`src/hw/rtl/bffba_pkg.sv`:
```
// bffba_pkg: shared types and codes for the bitmap first-fit block allocator
// no dependencies; used by every module under hw/rtl except bffba_div

package bffba_pkg;

  localparam int WORD_BITS = 32;
  localparam int POS_W     = 5;

  typedef enum logic [1:0] {
    FN_ALLOC = 2'd0,
    FN_FREE  = 2'd1,
    FN_CLEAR = 2'd2,
    FN_NONE  = 2'd3
  } func_t;

  typedef enum logic [1:0] {
    ST_DONE    = 2'd0,
    ST_NO_RUN  = 2'd1,
    ST_ZERO    = 2'd2,
    ST_IGNORED = 2'd3
  } status_t;

  // register select bit of paddr (byte address 4*i)
  localparam logic REG_HEAP_BASE = 1'b0;

  typedef struct packed {
    logic             hit;
    logic [POS_W-1:0] pos;
  } scan_res_t;

  typedef struct packed {
    logic                 en;
    logic [WORD_BITS-1:0] mask;
    logic [WORD_BITS-1:0] data;
  } map_wr_t;

endpackage

```
`src/hw/rtl/bffba_map_ram.sv`:
```
// bffba_map_ram: used/free map storage, one 32-bit word per row
// bit-masked write port, registered read port; uses bffba_pkg

module bffba_map_ram #(
  parameter int DEPTH = 32,
  parameter int AW    = 5
) (
  input  logic                               clk,
  input  logic                               rd_en,
  input  logic [AW-1:0]                      rd_addr,
  output logic [bffba_pkg::WORD_BITS-1:0]    rd_data,
  input  logic [AW-1:0]                      wr_addr,
  input  bffba_pkg::map_wr_t                 wr
);

  logic [bffba_pkg::WORD_BITS-1:0] mem [DEPTH];

  always_ff @(posedge clk) begin
    if (wr.en) begin
      for (int b = 0; b < bffba_pkg::WORD_BITS; b++) begin
        if (wr.mask[b]) begin
          mem[wr_addr][b] <= wr.data[b];
        end
      end
    end
    if (rd_en) begin
      rd_data <= mem[rd_addr];
    end
  end

endmodule

```
`src/hw/rtl/bffba_div.sv`:
```
// bffba_div: divide by a fixed power-of-two divisor as a registered shift
// no package dependency; quotient is ready in the cycle after start

module bffba_div #(
  parameter int DIVISOR = 4096,
  parameter int DW      = 33
) (
  input  logic          clk,
  input  logic          rst,
  input  logic          start,
  input  logic [DW-1:0] dividend,
  output logic          done,
  output logic [DW-1:0] quotient
);

  localparam int SH = $clog2(DIVISOR);

  logic [DW-1:0] quo;

  always_ff @(posedge clk) begin
    if (rst) begin
      done <= 1'b0;
      quo  <= '0;
    end else begin
      done <= start;
      if (start) begin
        quo <= dividend >> SH;
      end
    end
  end

  assign quotient = quo;

endmodule

```
`src/hw/rtl/bffba_scan.sv`:
```
// bffba_scan: first-fit run search over one map word with carried run length
// uses bffba_pkg (scan_res_t, word geometry)

module bffba_scan #(
  parameter int  NUM_BLOCKS = 1024,
  localparam int CNT_W      = $clog2(NUM_BLOCKS + 1)
) (
  input  logic [bffba_pkg::WORD_BITS-1:0] used,
  input  logic [CNT_W-1:0]                carry,
  input  logic [CNT_W-1:0]                need,
  output bffba_pkg::scan_res_t            res,
  output logic [CNT_W-1:0]                carry_next
);

  localparam int WB    = bffba_pkg::WORD_BITS;
  localparam int POS_W = bffba_pkg::POS_W;
  localparam int CW    = ((CNT_W > POS_W + 1) ? CNT_W : POS_W + 1) + 1;
  localparam logic [WB-1:0] ONES = '1;

  logic [WB-1:0]    freeb;
  logic [WB-1:0]    hits;
  logic [WB-1:0]    iso;
  logic [WB-1:0]    rev;
  logic [WB-1:0]    iso_r;
  logic [WB-1:0]    hi_mask;
  logic [WB-1:0]    win;
  logic [CW-1:0]    need_w;
  logic [CW-1:0]    carry_w;
  logic [CW-1:0]    jp1;
  logic [CW-1:0]    top;
  logic [CW-1:0]    sum;
  logic [POS_W-1:0] lo;
  logic [POS_W-1:0] pos;

  always_comb begin
    freeb   = ~used;
    need_w  = CW'(need);
    carry_w = CW'(carry);
    hits    = '0;
    win     = '0;
    lo      = '0;
    hi_mask = '0;
    jp1     = '0;
    // run of need free blocks ending at bit j
    for (int j = 0; j < WB; j++) begin
      jp1     = CW'(j + 1);
      hi_mask = ONES >> (WB - 1 - j);
      if (need_w <= jp1) begin
        lo      = POS_W'(jp1 - need_w);
        win     = hi_mask & (ONES << lo);
        hits[j] = ((freeb & win) == win);
      end else begin
        hits[j] = ((freeb & hi_mask) == hi_mask) && (carry_w >= (need_w - jp1));
      end
    end

    // lowest end position wins
    iso = hits & (~hits + 1'b1);
    pos = '0;
    for (int j = 0; j < WB; j++) begin
      if (iso[j]) begin
        pos = pos | POS_W'(j);
      end
    end
    res.hit = |hits;
    res.pos = pos;

    // free bits at the top of the word continue into the next one
    for (int j = 0; j < WB; j++) begin
      rev[j] = used[WB - 1 - j];
    end
    iso_r = rev & (~rev + 1'b1);
    top   = '0;
    for (int j = 0; j < WB; j++) begin
      if (iso_r[j]) begin
        top = top | CW'(j);
      end
    end
    sum        = (used == '0) ? (carry_w + CW'(WB)) : top;
    carry_next = (sum > CW'(NUM_BLOCKS)) ? CNT_W'(NUM_BLOCKS) : CNT_W'(sum);
  end

endmodule

```
`src/hw/rtl/bitmap_first_fit_block_allocator_core.sv`:
```
// bitmap_first_fit_block_allocator_core: top level, request sequencer and apb register
// depends on bffba_pkg, bffba_map_ram, bffba_div, bffba_scan
//
//  channel   direction  handshake              payload
//  --------  ---------  ---------------------  --------------------------------------
//  request   in         in_valid / in_stall    func, request_bytes, free_address
//  result    out        out_valid / out_stall  granted_address, status
//  config    in         apb psel/penable       paddr, pwdata (heap_base at 0)
//
//  allocate divides, scans one map word a cycle, multiplies, adds the heap base and
//  marks the run; free divides and clears one bit; clear sweeps every word
//  zero size, null free and the unused code go straight to done; oversized and
//  out-of-range free end after the divide; a clearing pass after reset holds in_stall
//  high; one transaction at a time; the result register lets the next request in
//  while an earlier result is still stalled on the output

module bitmap_first_fit_block_allocator_core #(
  parameter int NUM_BLOCKS  = 1024,
  // power of two
  parameter int BLOCK_BYTES = 4096
) (
  input  logic        clk,
  input  logic        rst,
  // configuration port
  input  logic        psel,
  input  logic        penable,
  input  logic        pwrite,
  input  logic [2:0]  paddr,
  input  logic [31:0] pwdata,
  output logic [31:0] prdata,
  output logic        pready,
  // request channel
  input  logic        in_valid,
  output logic        in_stall,
  input  logic [1:0]  func,
  input  logic [31:0] request_bytes,
  input  logic [31:0] free_address,
  // result channel
  output logic        out_valid,
  input  logic        out_stall,
  output logic [31:0] granted_address,
  output logic [1:0]  status
);

  localparam int WB        = bffba_pkg::WORD_BITS;
  localparam int POS_W     = bffba_pkg::POS_W;
  localparam int WORDS     = (NUM_BLOCKS + WB - 1) / WB;
  localparam int WAW       = (WORDS > 1) ? $clog2(WORDS) : 1;
  localparam int IDX_W     = $clog2(NUM_BLOCKS);
  localparam int CNT_W     = $clog2(NUM_BLOCKS + 1);
  localparam int DW        = 33;
  localparam int LAST_BITS = NUM_BLOCKS - (WORDS - 1) * WB;
  localparam logic [WAW-1:0] LAST_WORD = WAW'(WORDS - 1);
  localparam logic [WB-1:0]  ONES      = '1;
  localparam logic [WB-1:0]  LAST_MASK =
    (LAST_BITS == WB) ? ONES : ((WB'(1) << LAST_BITS) - WB'(1));
  localparam logic [DW-1:0]  ROUND_ADD = DW'(BLOCK_BYTES - 1);
  localparam logic [31:0]    BB32      = 32'(BLOCK_BYTES);

  typedef enum logic [9:0] {
    S_INIT  = 10'b00_0000_0001,
    S_IDLE  = 10'b00_0000_0010,
    S_DIV   = 10'b00_0000_0100,
    S_SCAN  = 10'b00_0000_1000,
    S_MULT  = 10'b00_0001_0000,
    S_ADD   = 10'b00_0010_0000,
    S_MARK  = 10'b00_0100_0000,
    S_FREE  = 10'b00_1000_0000,
    S_CLEAR = 10'b01_0000_0000,
    S_DONE  = 10'b10_0000_0000
  } state_t;

  state_t                 state;
  logic [31:0]            heap_base;
  logic                   is_alloc;
  logic [CNT_W-1:0]       need;
  logic [CNT_W-1:0]       carry;
  logic [WAW-1:0]         rd_word;
  logic                   rd_done;
  logic [WAW-1:0]         ev_word;
  logic                   ev_valid;
  logic [IDX_W-1:0]       start_blk;
  logic [WAW-1:0]         start_word;
  logic [POS_W-1:0]       start_pos;
  logic [WAW-1:0]         end_word;
  logic [POS_W-1:0]       end_pos;
  logic [WAW-1:0]         mark_word;
  logic [WAW-1:0]         sweep_word;
  logic [WAW-1:0]         free_word;
  logic [POS_W-1:0]       free_pos;
  logic [31:0]            prod;
  logic [31:0]            res_addr;
  bffba_pkg::status_t     res_status;

  logic                   accept_in;
  logic                   cfg_wr;
  logic                   rd_en;
  logic [WB-1:0]          rd_data;
  logic [WB-1:0]          word_used;
  logic [WAW-1:0]         wr_addr;
  bffba_pkg::map_wr_t     wr;
  bffba_pkg::scan_res_t   scan_res;
  logic [CNT_W-1:0]       carry_next;
  logic                   div_start;
  logic [DW-1:0]          div_dividend;
  logic                   div_done;
  logic [DW-1:0]          quot;
  logic [31:0]            hit_end;
  logic [31:0]            hit_start;
  logic [31:0]            free_blk;
  logic [IDX_W+31:0]      mul_full;
  logic [POS_W-1:0]       mark_lo;
  logic [POS_W-1:0]       mark_hi;
  logic [WB-1:0]          mark_mask;

  // apb register access, zero wait states
  assign pready = 1'b1;
  assign cfg_wr = psel && penable && pwrite && pready && (paddr[2] == bffba_pkg::REG_HEAP_BASE);
  assign prdata = (paddr[2] == bffba_pkg::REG_HEAP_BASE) ? heap_base : 32'd0;

  // one transaction in flight; requests only taken in idle
  assign in_stall  = (state != S_IDLE);
  assign accept_in = in_valid && !in_stall;

  // shared block-size shift: byte count rounded up for allocate, heap offset for free
  always_comb begin
    div_start    = 1'b0;
    div_dividend = {1'b0, request_bytes} + ROUND_ADD;
    if (accept_in) begin
      if (func == bffba_pkg::FN_ALLOC) begin
        div_start = (request_bytes != 32'd0);
      end else if (func == bffba_pkg::FN_FREE) begin
        div_start    = (free_address != 32'd0);
        div_dividend = {1'b0, free_address - heap_base};
      end
    end
  end

  bffba_div #(
    .DIVISOR (BLOCK_BYTES),
    .DW      (DW)
  ) u_div (
    .clk      (clk),
    .rst      (rst),
    .start    (div_start),
    .dividend (div_dividend),
    .done     (div_done),
    .quotient (quot)
  );

  // scan reads one word a cycle until the last word has been issued
  assign rd_en = (state == S_SCAN) && !rd_done;

  bffba_map_ram #(
    .DEPTH (WORDS),
    .AW    (WAW)
  ) u_map (
    .clk     (clk),
    .rd_en   (rd_en),
    .rd_addr (rd_word),
    .rd_data (rd_data),
    .wr_addr (wr_addr),
    .wr      (wr)
  );

  // bits past the last block read as used
  assign word_used = rd_data | ~((ev_word == LAST_WORD) ? LAST_MASK : ONES);

  bffba_scan #(
    .NUM_BLOCKS (NUM_BLOCKS)
  ) u_scan (
    .used       (word_used),
    .carry      (carry),
    .need       (need),
    .res        (scan_res),
    .carry_next (carry_next)
  );

  // run ends at the hit position, starts need - 1 blocks earlier
  assign hit_end   = (32'(ev_word) << POS_W) | 32'(scan_res.pos);
  assign hit_start = hit_end + 32'd1 - 32'(need);
  assign free_blk  = 32'(quot[IDX_W-1:0]);
  assign mul_full  = (IDX_W + 32)'(start_blk) * (IDX_W + 32)'(BB32);

  // word mask for marking: partial at the first and last word of the run
  always_comb begin
    mark_lo   = (mark_word == start_word) ? start_pos : '0;
    mark_hi   = (mark_word == end_word) ? end_pos : '1;
    mark_mask = (ONES << mark_lo) & (ONES >> (POS_W'(WB - 1) - mark_hi));
  end

  // map write port
  always_comb begin
    wr      = '0;
    wr_addr = sweep_word;
    unique case (state)
      S_INIT, S_CLEAR: begin
        wr.en   = 1'b1;
        wr.mask = ONES;
        wr.data = '0;
      end
      S_FREE: begin
        wr.en   = 1'b1;
        wr.mask = WB'(1) << free_pos;
        wr.data = '0;
        wr_addr = free_word;
      end
      S_MARK: begin
        wr.en   = 1'b1;
        wr.mask = mark_mask;
        wr.data = ONES;
        wr_addr = mark_word;
      end
      default: begin
        wr = '0;
      end
    endcase
  end

  always_ff @(posedge clk) begin
    if (rst) begin
      state      <= S_INIT;
      sweep_word <= '0;
      heap_base  <= 32'd0;
      out_valid  <= 1'b0;
      ev_valid   <= 1'b0;
      rd_done    <= 1'b0;
      is_alloc   <= 1'b0;
    end else begin
      ev_valid <= rd_en;
      ev_word  <= rd_word;
      if (cfg_wr) begin
        heap_base <= pwdata;
      end
      // output register: loaded from done, dropped once taken
      if ((state == S_DONE) && (!out_valid || !out_stall)) begin
        out_valid <= 1'b1;
      end else if (out_valid && !out_stall) begin
        out_valid <= 1'b0;
      end

      unique case (state)
        S_INIT: begin
          // clearing pass after reset
          if (sweep_word == LAST_WORD) begin
            state <= S_IDLE;
          end else begin
            sweep_word <= sweep_word + 1'b1;
          end
        end

        S_IDLE: begin
          if (accept_in) begin
            res_addr <= 32'd0;
            unique case (bffba_pkg::func_t'(func))
              bffba_pkg::FN_ALLOC: begin
                is_alloc <= 1'b1;
                if (request_bytes == 32'd0) begin
                  res_status <= bffba_pkg::ST_ZERO;
                  state      <= S_DONE;
                end else begin
                  res_status <= bffba_pkg::ST_DONE;
                  state      <= S_DIV;
                end
              end
              bffba_pkg::FN_FREE: begin
                is_alloc <= 1'b0;
                if (free_address == 32'd0) begin
                  res_status <= bffba_pkg::ST_IGNORED;
                  state      <= S_DONE;
                end else begin
                  res_status <= bffba_pkg::ST_DONE;
                  state      <= S_DIV;
                end
              end
              bffba_pkg::FN_CLEAR: begin
                res_status <= bffba_pkg::ST_DONE;
                sweep_word <= '0;
                state      <= S_CLEAR;
              end
              bffba_pkg::FN_NONE: begin
                res_status <= bffba_pkg::ST_DONE;
                state      <= S_DONE;
              end
            endcase
          end
        end

        S_DIV: begin
          if (div_done) begin
            if (is_alloc) begin
              if (quot > DW'(NUM_BLOCKS)) begin
                res_status <= bffba_pkg::ST_NO_RUN;
                state      <= S_DONE;
              end else begin
                need    <= CNT_W'(quot);
                carry   <= '0;
                rd_word <= '0;
                rd_done <= 1'b0;
                state   <= S_SCAN;
              end
            end else begin
              if (quot >= DW'(NUM_BLOCKS)) begin
                res_status <= bffba_pkg::ST_IGNORED;
                state      <= S_DONE;
              end else begin
                free_word <= WAW'(free_blk >> POS_W);
                free_pos  <= POS_W'(free_blk);
                state     <= S_FREE;
              end
            end
          end
        end

        S_SCAN: begin
          if (rd_en) begin
            if (rd_word == LAST_WORD) begin
              rd_done <= 1'b1;
            end else begin
              rd_word <= rd_word + 1'b1;
            end
          end
          if (ev_valid) begin
            carry <= carry_next;
            if (scan_res.hit) begin
              start_blk  <= IDX_W'(hit_start);
              start_word <= WAW'(hit_start >> POS_W);
              start_pos  <= POS_W'(hit_start);
              end_word   <= ev_word;
              end_pos    <= scan_res.pos;
              state      <= S_MULT;
            end else if (ev_word == LAST_WORD) begin
              res_status <= bffba_pkg::ST_NO_RUN;
              state      <= S_DONE;
            end
          end
        end

        S_MULT: begin
          prod      <= mul_full[31:0];
          mark_word <= start_word;
          state     <= S_ADD;
        end

        S_ADD: begin
          res_addr <= heap_base + prod;
          state    <= S_MARK;
        end

        S_MARK: begin
          if (mark_word == end_word) begin
            state <= S_DONE;
          end else begin
            mark_word <= mark_word + 1'b1;
          end
        end

        S_FREE: begin
          state <= S_DONE;
        end

        S_CLEAR: begin
          if (sweep_word == LAST_WORD) begin
            state <= S_DONE;
          end else begin
            sweep_word <= sweep_word + 1'b1;
          end
        end

        S_DONE: begin
          // hand the result to the output register once it is free
          if (!out_valid || !out_stall) begin
            granted_address <= res_addr;
            status          <= res_status;
            state           <= S_IDLE;
          end
        end

        default: begin
          state <= S_INIT;
        end
      endcase
    end
  end

`ifndef ASSERT_OFF
  a_no_write_in_scan: assert property (@(posedge clk) disable iff (rst)
    (state == S_SCAN) |-> !wr.en)
    else $error("map written during scan");

  a_mark_in_run: assert property (@(posedge clk) disable iff (rst)
    (state == S_MARK) |-> (mark_word <= end_word))
    else $error("marking past end of run");

  a_div_done_in_div: assert property (@(posedge clk) disable iff (rst)
    div_done |-> (state == S_DIV))
    else $error("divider finished outside divide state");

  a_fail_gives_zero: assert property (@(posedge clk) disable iff (rst)
    (out_valid && (status != bffba_pkg::ST_DONE)) |-> (granted_address == 32'd0))
    else $error("non-zero address on failed request");

  a_done_holds: assert property (@(posedge clk) disable iff (rst)
    ((state == S_DONE) && out_valid && out_stall) |=> (state == S_DONE))
    else $error("result dropped while output stalled");
`endif

endmodule

```
`config.mk`:
```
export PLATFORM = sky130hd
export DESIGN_NAME = bitmap_first_fit_block_allocator_core
export DESIGN_NICKNAME = d
export VERILOG_FILES = /design/src/hw/rtl/bffba_pkg.sv /design/src/hw/rtl/bffba_map_ram.sv /design/src/hw/rtl/bffba_div.sv /design/src/hw/rtl/bffba_scan.sv /design/src/hw/rtl/bitmap_first_fit_block_allocator_core.sv
export SDC_FILE = /design/constraint.sdc
export NUM_CORES = 2
export LEC_CHECK = 0
export ABC_AREA = 1
export BUFFER_PORTS_ARGS = -buffer_cell sky130_fd_sc_hd__buf_2
export CAP_MARGIN = 20
export CORE_MARGIN = 2
export CORE_UTILIZATION = 35
export DETAILED_ROUTE_END_ITERATION = 16
export PLACE_DENSITY = 0.58
export SLEW_MARGIN = 5
export SYNTH_ARGS = -nofsm -noshare
export SYNTH_HDL_FRONTEND = slang
export SYNTH_SLANG_ARGS = --single-unit
```
`constraint.sdc`:
```
create_clock -name clk -period 9.9 [get_ports clk]
set_input_delay 1.98 -clock clk [delete_from_list [all_inputs] [get_ports clk]]
set_output_delay 1.98 -clock clk [all_outputs]
set_load 0.05 [all_outputs]
```
; After elaboration in Yosys (flattened, before gate mapping)
; Memories as Yosys holds them, arrays and structs flattened. A register that Yosys moved wholly into a read port is not among the register bits.
; Index checks and enable logic that the tools add are counted.
[classes]
n_eq_ne = 104
order_cmp = 67
n_bitwise = 41
shift = 35
mux = 517
n_addsub = 76
n_reduce_logical = 87
[op_table]
columns = operator, count
row1 = 2-to-1 mux 5 bit, 135
row2 = 2-to-1 mux 10 bit, 67
row3 = 2-to-1 mux 32 bit, 14
row4 = greater-or-equal comparator 11 x 12 -> 1 bit, 32
row5 = 2-to-1 mux 11 bit, 31
row6 = 2-to-1 mux 33 bit, 8
row7 = one-hot mux 65 bit (3 select lines), 1
row8 = subtractor 11 x 5 -> 12 bit (second input constant), 16
row9 = <= comparator 11 x 5 -> 1 bit (second input constant), 16
row10 = 2-to-1 mux 1 bit, 169
row11 = AND 32 bit, 4
row12 = 2-to-1 mux 2 bit, 55
row13 = one-hot mux 10 bit (10 select lines), 1
row14 = logical NOT 32 bit, 3
row15 = inverter 32 bit, 3
row16 = subtractor 11 x 4 -> 12 bit (second input constant), 8
row17 = <= comparator 11 x 4 -> 1 bit (second input constant), 8
row18 = subtractor 5 bit (first input constant), 17
row19 = adder 32 x 1 -> 32 bit (second input constant), 2
row20 = 2-to-1 mux 4 bit, 16
row21 = one-hot mux 32 bit (2 select lines), 1
row22 = nonzero test 32 bit, 2
row23 = << shifter 32 x 5 -> 32 bit (first input constant), 2
row24 = subtractor 11 x 3 -> 12 bit (second input constant), 4
row25 = 192 further kinds, 312
[totals]
output_inout_bits = 69
ram_bits = 1024
wordCells = 954
n_memories = 1
regBits = 262
[mem_list]
columns = memory, words, width, read_ports, rd_ports_with_merged_regs, write_ports, line_no
row1 = u_map.mem, 32, 32, 1, 1, 1, bffba_map_ram.sv:16  ; logic [bffba_pkg::WORD_BITS-1:0] mem [DEPTH];

; Logic depth before layout (Yosys ltp)
[logic_depth]
word_depth = 51
depth_mapped = 45
mapped_depth_nobuf = 41

; Cells and area by module
; A second synthesis with hierarchy kept.
[hier_totals]
hier_cells = 10150
area_unflattened_um2 = 80180.6
[by_module_without_submodules]
columns = mod, cells_each, area_each_um2, n_inst
row1 = bffba_map_ram, 4788, 47450.5, 1
row2 = bffba_scan, 3385, 18272.5, 1
row3 = bitmap_first_fit_block_allocator_core, 1827, 13455.4, 1
row4 = bffba_div, 150, 1002.2, 1

; Worst setup path before layout
; No wires, ideal clock.
[synth_timing]
kind = register to register
startpoint = register state[2]
endpoint = memory u_map.mem[10][13] (netlist bit), enable pin
t_arrival_ps = 8611
path_stages_with_launch = 15
required_ps = 9600
setup_slack_ps = 990
path_buffers = 1
cell_sequence = dfxtp_1 > nor2_2 > inv_2 > nor2_4 > nand3_2 > inv_2 > nor2_2 > a221oi_2 > inv_2 > nor2_1 > nand2_2 > nor2_4 > inv_2 > clkbuf_1 > nor2_1
[synth_between]
elab_chain_len = 6
[synth_lines]
columns = element, line_no
row1 = from (decl), bitmap_first_fit_block_allocator_core.sv:73  ; state_t state;
row2 = from (signal assigned), bitmap_first_fit_block_allocator_core.sv:222  ; state <= S_INIT;
row3 = from (signal assigned), bitmap_first_fit_block_allocator_core.sv:246  ; state <= S_IDLE;
row4 = from (signal assigned), bitmap_first_fit_block_allocator_core.sv:260  ; state <= S_DONE;
row5 = equality test 10 x 1 -> 1 bit or equality test 10 x 9 -> 1 bit (tied branches), bitmap_first_fit_block_allocator_core.sv:196  ; unique case (state)
row6 = OR reduction 2 bit, bitmap_first_fit_block_allocator_core.sv:196
row7 = one-hot mux 65 bit (3 select lines), bitmap_first_fit_block_allocator_core.sv:196
row8 = 2-to-1 mux 1 bit, bffba_map_ram.sv:21  ; if (wr.mask[b]) begin
row9 = 2-to-1 mux 1 bit, bffba_map_ram.sv:19  ; if (wr.en) begin
row10 = 2-to-1 mux 1 bit (not written as such), bffba_map_ram.sv:22  ; mem[wr_addr][b] <= wr.data[b];
row11 = to (decl), bffba_map_ram.sv:16
; Parallel ways exist; a longest one is shown, timed or not.

; Worst setup path in the final report
[layout_timing]
startpoint = register need[6]
endpoint = register start_blk[9], data pin
[layout_between]
elab_chain_len = 50
[layout_lines]
columns = element, line_no
row1 = from (decl), bitmap_first_fit_block_allocator_core.sv:76  ; logic [CNT_W-1:0] need;
row2 = from (signal assigned), bitmap_first_fit_block_allocator_core.sv:296  ; need <= CNT_W'(quot);
row3 = subtractor 11 x 1 -> 12 bit or subtractor 11 x 2 -> 12 bit (tied branches), bffba_scan.sv:53  ; hits[j] = ((freeb & hi_mask) == hi_mask) && (carry_w >= (need_w - jp1));
row4 = greater-or-equal comparator 11 x 12 -> 1 bit, bffba_scan.sv:53
row5 = logical AND 1 bit, bffba_scan.sv:53
row6 = 2-to-1 mux 1 bit, bffba_scan.sv:48  ; if (need_w <= jp1) begin
row7 = inverter 32 bit, bffba_scan.sv:58  ; iso = hits & (~hits + 1'b1);
row8 = adder 32 x 1 -> 32 bit, bffba_scan.sv:58
row9 = AND 32 bit, bffba_scan.sv:58
row10 = 2-to-1 mux 1 bit, bffba_scan.sv:61  ; if (iso[j]) begin
row11 = (+33 left out), n/a
row12 = via hit_start[9], bitmap_first_fit_block_allocator_core.sv:109  ; logic [31:0] hit_start;
row13 = (+1 left out), n/a
row14 = 2-to-1 mux 10 bit (*), bitmap_first_fit_block_allocator_core.sv:323  ; if (ev_valid) begin
row15 = 2-to-1 mux 10 bit (*), bitmap_first_fit_block_allocator_core.sv:242  ; unique case (state)
row16 = 2-to-1 mux 10 bit (*), bitmap_first_fit_block_allocator_core.sv:221  ; if (rst) begin
row17 = 2-to-1 mux 10 bit (*), bitmap_first_fit_block_allocator_core.sv:323
row18 = 2-to-1 mux 10 bit (*), bitmap_first_fit_block_allocator_core.sv:242
row19 = 2-to-1 mux 10 bit (*), bitmap_first_fit_block_allocator_core.sv:221
row20 = 2-to-1 mux 10 bit (*), bitmap_first_fit_block_allocator_core.sv:242
row21 = 2-to-1 mux 10 bit (*), bitmap_first_fit_block_allocator_core.sv:221
row22 = to (signal assigned), bitmap_first_fit_block_allocator_core.sv:326  ; start_blk <= IDX_W'(hit_start);
row23 = to (decl), bitmap_first_fit_block_allocator_core.sv:82  ; logic [IDX_W-1:0] start_blk;
; Mark *: on every way through the listed nets, which the timed path passes. The rest lies on a longest branch. The select of a mux whose other input is x is not followed.
; A chain may end at the register's enable or synchronous reset.

==> reports/qor.yml <==
sta:
  worst_slew_pin_slew_ps: 1240
  fin_worst_hold_slack_ps: 413
  share_of_the_clock_period_used_by_the_worst_path_pct: 78.0
  final-hold-violation-count: 0
  timing.setup.tns_ps: 0
  rsz_0062_raised_after_global_routing: "no"
  timing_max_transition_violations_final: 0
  max_slew_margin_pct: 16.6
  timing.clock.skew_ps: 63.5
  setup_violations: 0
  finalCriticalPeriod_ps: 7720
  fmax_mhz: 130
clocking:
  post_cts_hold_buffer_count: 0
  cts_h_tree_depth: 4
  cts.reportedPaths.clkPinSlew_ps: 60
  post-cts-setup-buffers: 0
  clock_latency_ps: 820
  cts.path.max_buffers: 3
  cts_tree: "yes"
  ctsResizeCount: 0
  cts_made_buffers: 144
  clkSinkCount: 1274
  cts.root.buffer_cell: "sky130_fd_sc_hd__clkbuf_16"
floorplan:
  num_rows: 173
  die_h_um: 477
  die_area_mm2: 0.227
  start_util_pct: 35.2
  core_area_mm2: 0.222
  die_w_um: 477
  ioPinCount: 177
worst_setup_path:
  cp_data_arrival_time_ps: 8280
  cp_slowest_cell: "sky130_fd_sc_hd__ha_1"
  crit_path_end_kind: "flop"
  start_kind: "flop"
  worstPathRequired_ps: 10460
  worst-path-max-fanout: 16
  worst-path-buf-inv: 4
  worst_path_largest_cell_delay_ps: 880
  timing.critical_path.mode_cell: "sky130_fd_sc_hd__nor2_1"
  critPathTopFamily: "simple AND/OR/NAND/NOR gates"
  path_class: "reg2reg"
logic_synthesis:
  synth.avg_cell_area_um2: 8.22
  synth_flop_cell: "sky130_fd_sc_hd__edfxtp_1"
  syn_area_mm2: 0.0782
  synth_edf_count: 1201
  yosysWarningCount: 0
  synth_seq_cells: 1274
  ys_async_sr_fraction_pct: 0
  seq_area_frac_synth_pct: 48.0
  synth_nets: 10000
  synthesis.instances: 9514
  synthDistinctLibCells: 74
drt:
  num_vias: 69600
  postRouteAntennaNets: 0
  drc_errors_left: 0
  drt-initial-drc-count: 8412
  vias_per_cell: 5.53
  wire_per_inst_um: 23.8
  dr.pass1.iters: 7
  routed_wirelength_um: 299000
finish:
  multi_input_comb_area_mm2: 0.0346
  num-fill-cells: 22600
  register_area_mm2: 0.0375
  post_route_cells_drive_above_1_share_pct: 8.12
  final_net_count: 9981
  area_delta_synth_final_pct: 11.6
  layoutNonFillerInstCount: 12600
  finish.utilization_pct: 39.3
  fin_area_mm2: 0.0873
global_route:
  maximum_number_of_pins_on_one_net_before_global_route_repair: 284
  first_global_vias: 65400
  grt_first_pass_wirelength_um: 436000
  grt_usage_pct: 25.5
  globalRouteOverflowTotal: 0
  antenna_found_initial: 15
placed_design:
  post_dp_cell_area_mm2: 0.0823
  numPlacedInstances: 12300
  place_hpwl_um: 197000
  port_buffers: 173
  routabilityCongestion: 1.02
job:
  max_cap_viol_count: 0
power:
  clock_power_share_pct: 36.6
  power.share.sequential_pct: 42.2
  total_switching_power_mw: 4.84
  cell_internal_pwr_mw: 9.90
  static-leakage-power_nw: 37.4
  ir_worst_vdd_mv: 0.190
  p_sw_share_pct: 32.9
  pwr-share-comb_pct: 21.2
  power_density_mw_per_mm2: 169
run_status:
  result_of_the_run: "finished clean"
worst_hold_path:
  hold_path.class: "reg2reg"
==> worst paths after layout <==
| path | startpoint | to | slack, ps | cells past startpoint |
|---|---|---|---|---|
| worst max-delay path | need[6] | start_blk[9] | 2180 | 38 |
| worst min-delay path | res_addr[27] | granted_address[27] | 410 | 0 |
| worst max register to register | need[6] | start_blk[9] | 2180 | 38 |
| worst min register to register | res_addr[27] | granted_address[27] | 410 | 0 |
==> sequential cells by signal, summed over array words and instances, names as in the netlist, 11 cells and up <==
| signal | count |
|---|---|
| res_addr | 32 |
| need | 11 |
| carry | 11 |
| u_map.rd_data | 32 |
| u_map.mem | 1024 |
| u_div.quotient | 21 |
| granted_address | 32 |
| heap_base | 32 |
==> worst register-to-register path: cells and delay by family, from the launching register on <==
kind / cells / cell delay, ps
AND/OR/NAND/NOR: 21 / 2990
XOR/XNOR: 2 / 300
adder cells (fa/ha/maj): 5 / 2010
AO/OA/AOI/OAI: 6 / 1480
buffers and inverters: 4 / 260
flip-flops: 1 / 420
==> area by class of cell <==
cell class,instances,area share [%]
repair buffers,346,2.68
inverters,1134,4.92
clock inverters,86,1.14
flip-flops and latches,1274,43.0
well taps,2975,4.26
multi-input cells,6593,39.7
diodes,3,0.00860
clock buffers,175,4.32
==> per-stage QoR <==
stage	total power [mW]	setup WS, ps
after floorplan	8.20	990
after global routing	15.3	1740
after detailed placement	9.33	2440
after global placement	9.28	2380
final	14.7	2180
after CTS	14.7	2400
==> logic make-up (layout without fill, tap and decap cells) <==
logic type / after synthesis / in the layout / synth area share [%]
compound gates: 1683 / 1683 / 12.4
buf+inv: 1647 / 1741 / 8.19
fa+ha+maj: 380 / 380 / 6.10
other cells: 1 / 4 / 0.00479
simple gates: 4318 / 4318 / 23.0
xor+xnor: 210 / 210 / 2.35
flops: 1274 / 1274 / 48.0
mux: 1 / 1 / 0.0144
==> routing by layer <==
layer / GRT usage (%) / routed length (um)
met4: 11.1 / 14200
met3: 3.71 / 23500
met2: 40.9 / 137000
met1: 34.0 / 124000
met5: 0 / 72
==> layout by cell type, fill, tap and decap left out, types with 12 or more instances in the layout <==
cell type	n
sky130_fd_sc_hd__o221ai_1	93
sky130_fd_sc_hd__clkinv_2	29
sky130_fd_sc_hd__ha_1	378
sky130_fd_sc_hd__xnor2_1	16
sky130_fd_sc_hd__nor4_1	30
sky130_fd_sc_hd__a221oi_1	13
sky130_fd_sc_hd__nor3b_1	21
sky130_fd_sc_hd__a21o_1	16
sky130_fd_sc_hd__clkinv_1	31
sky130_fd_sc_hd__o22ai_1	182
sky130_fd_sc_hd__xor2_1	194
sky130_fd_sc_hd__a21boi_0	14
sky130_fd_sc_hd__nand2_2	25
sky130_fd_sc_hd__clkbuf_1	28
sky130_fd_sc_hd__clkbuf_16	146
sky130_fd_sc_hd__nand3b_1	28
sky130_fd_sc_hd__a31oi_1	45
sky130_fd_sc_hd__bufinv_16	12
sky130_fd_sc_hd__buf_2	173
sky130_fd_sc_hd__a211oi_1	14
sky130_fd_sc_hd__inv_2	64
sky130_fd_sc_hd__nor2_2	39
sky130_fd_sc_hd__nand2_1	1751
sky130_fd_sc_hd__o21ai_0	846
sky130_fd_sc_hd__nor2_4	30
sky130_fd_sc_hd__o211ai_1	39
sky130_fd_sc_hd__a21oi_1	289
sky130_fd_sc_hd__dfxtp_1	73
sky130_fd_sc_hd__o21ai_1	21
sky130_fd_sc_hd__inv_1	1053
sky130_fd_sc_hd__nand3_1	415
sky130_fd_sc_hd__nor3_1	123
sky130_fd_sc_hd__edfxtp_1	1201
sky130_fd_sc_hd__nand4_1	124
sky130_fd_sc_hd__o21a_1	26
sky130_fd_sc_hd__buf_4	161
sky130_fd_sc_hd__nor2_1	1699
==> cell usage after synthesis (all sizes together), types with 95 or more instances <==
cell type,n,area [um2]
a21oi,296,1500
buf,158,811
clkbuf,355,1330
edfxtp,1201,36100
ha,378,4730
inv,1123,4220
nand2,1779,6760
nand3,421,2140
nand4,125,788
nor2,1771,7000
nor3,126,646
o21ai,868,4350
o221ai,95,832
o22ai,183,1140
xor2,194,1700
==> power by group through the flow <==
stage / combinational, mW / clock (mW) / sequential, mW
final: 3.13 / 5.40 / 6.22
after global routing: 3.38 / 5.69 / 6.23
after CTS: 3.02 / 5.48 / 6.22
after detailed placement: 3.00 / 0 / 6.33
after global placement: 2.96 / 0 / 6.32
after floorplan: 1.84 / 0 / 6.36
(Power assumes the default switching activity.)
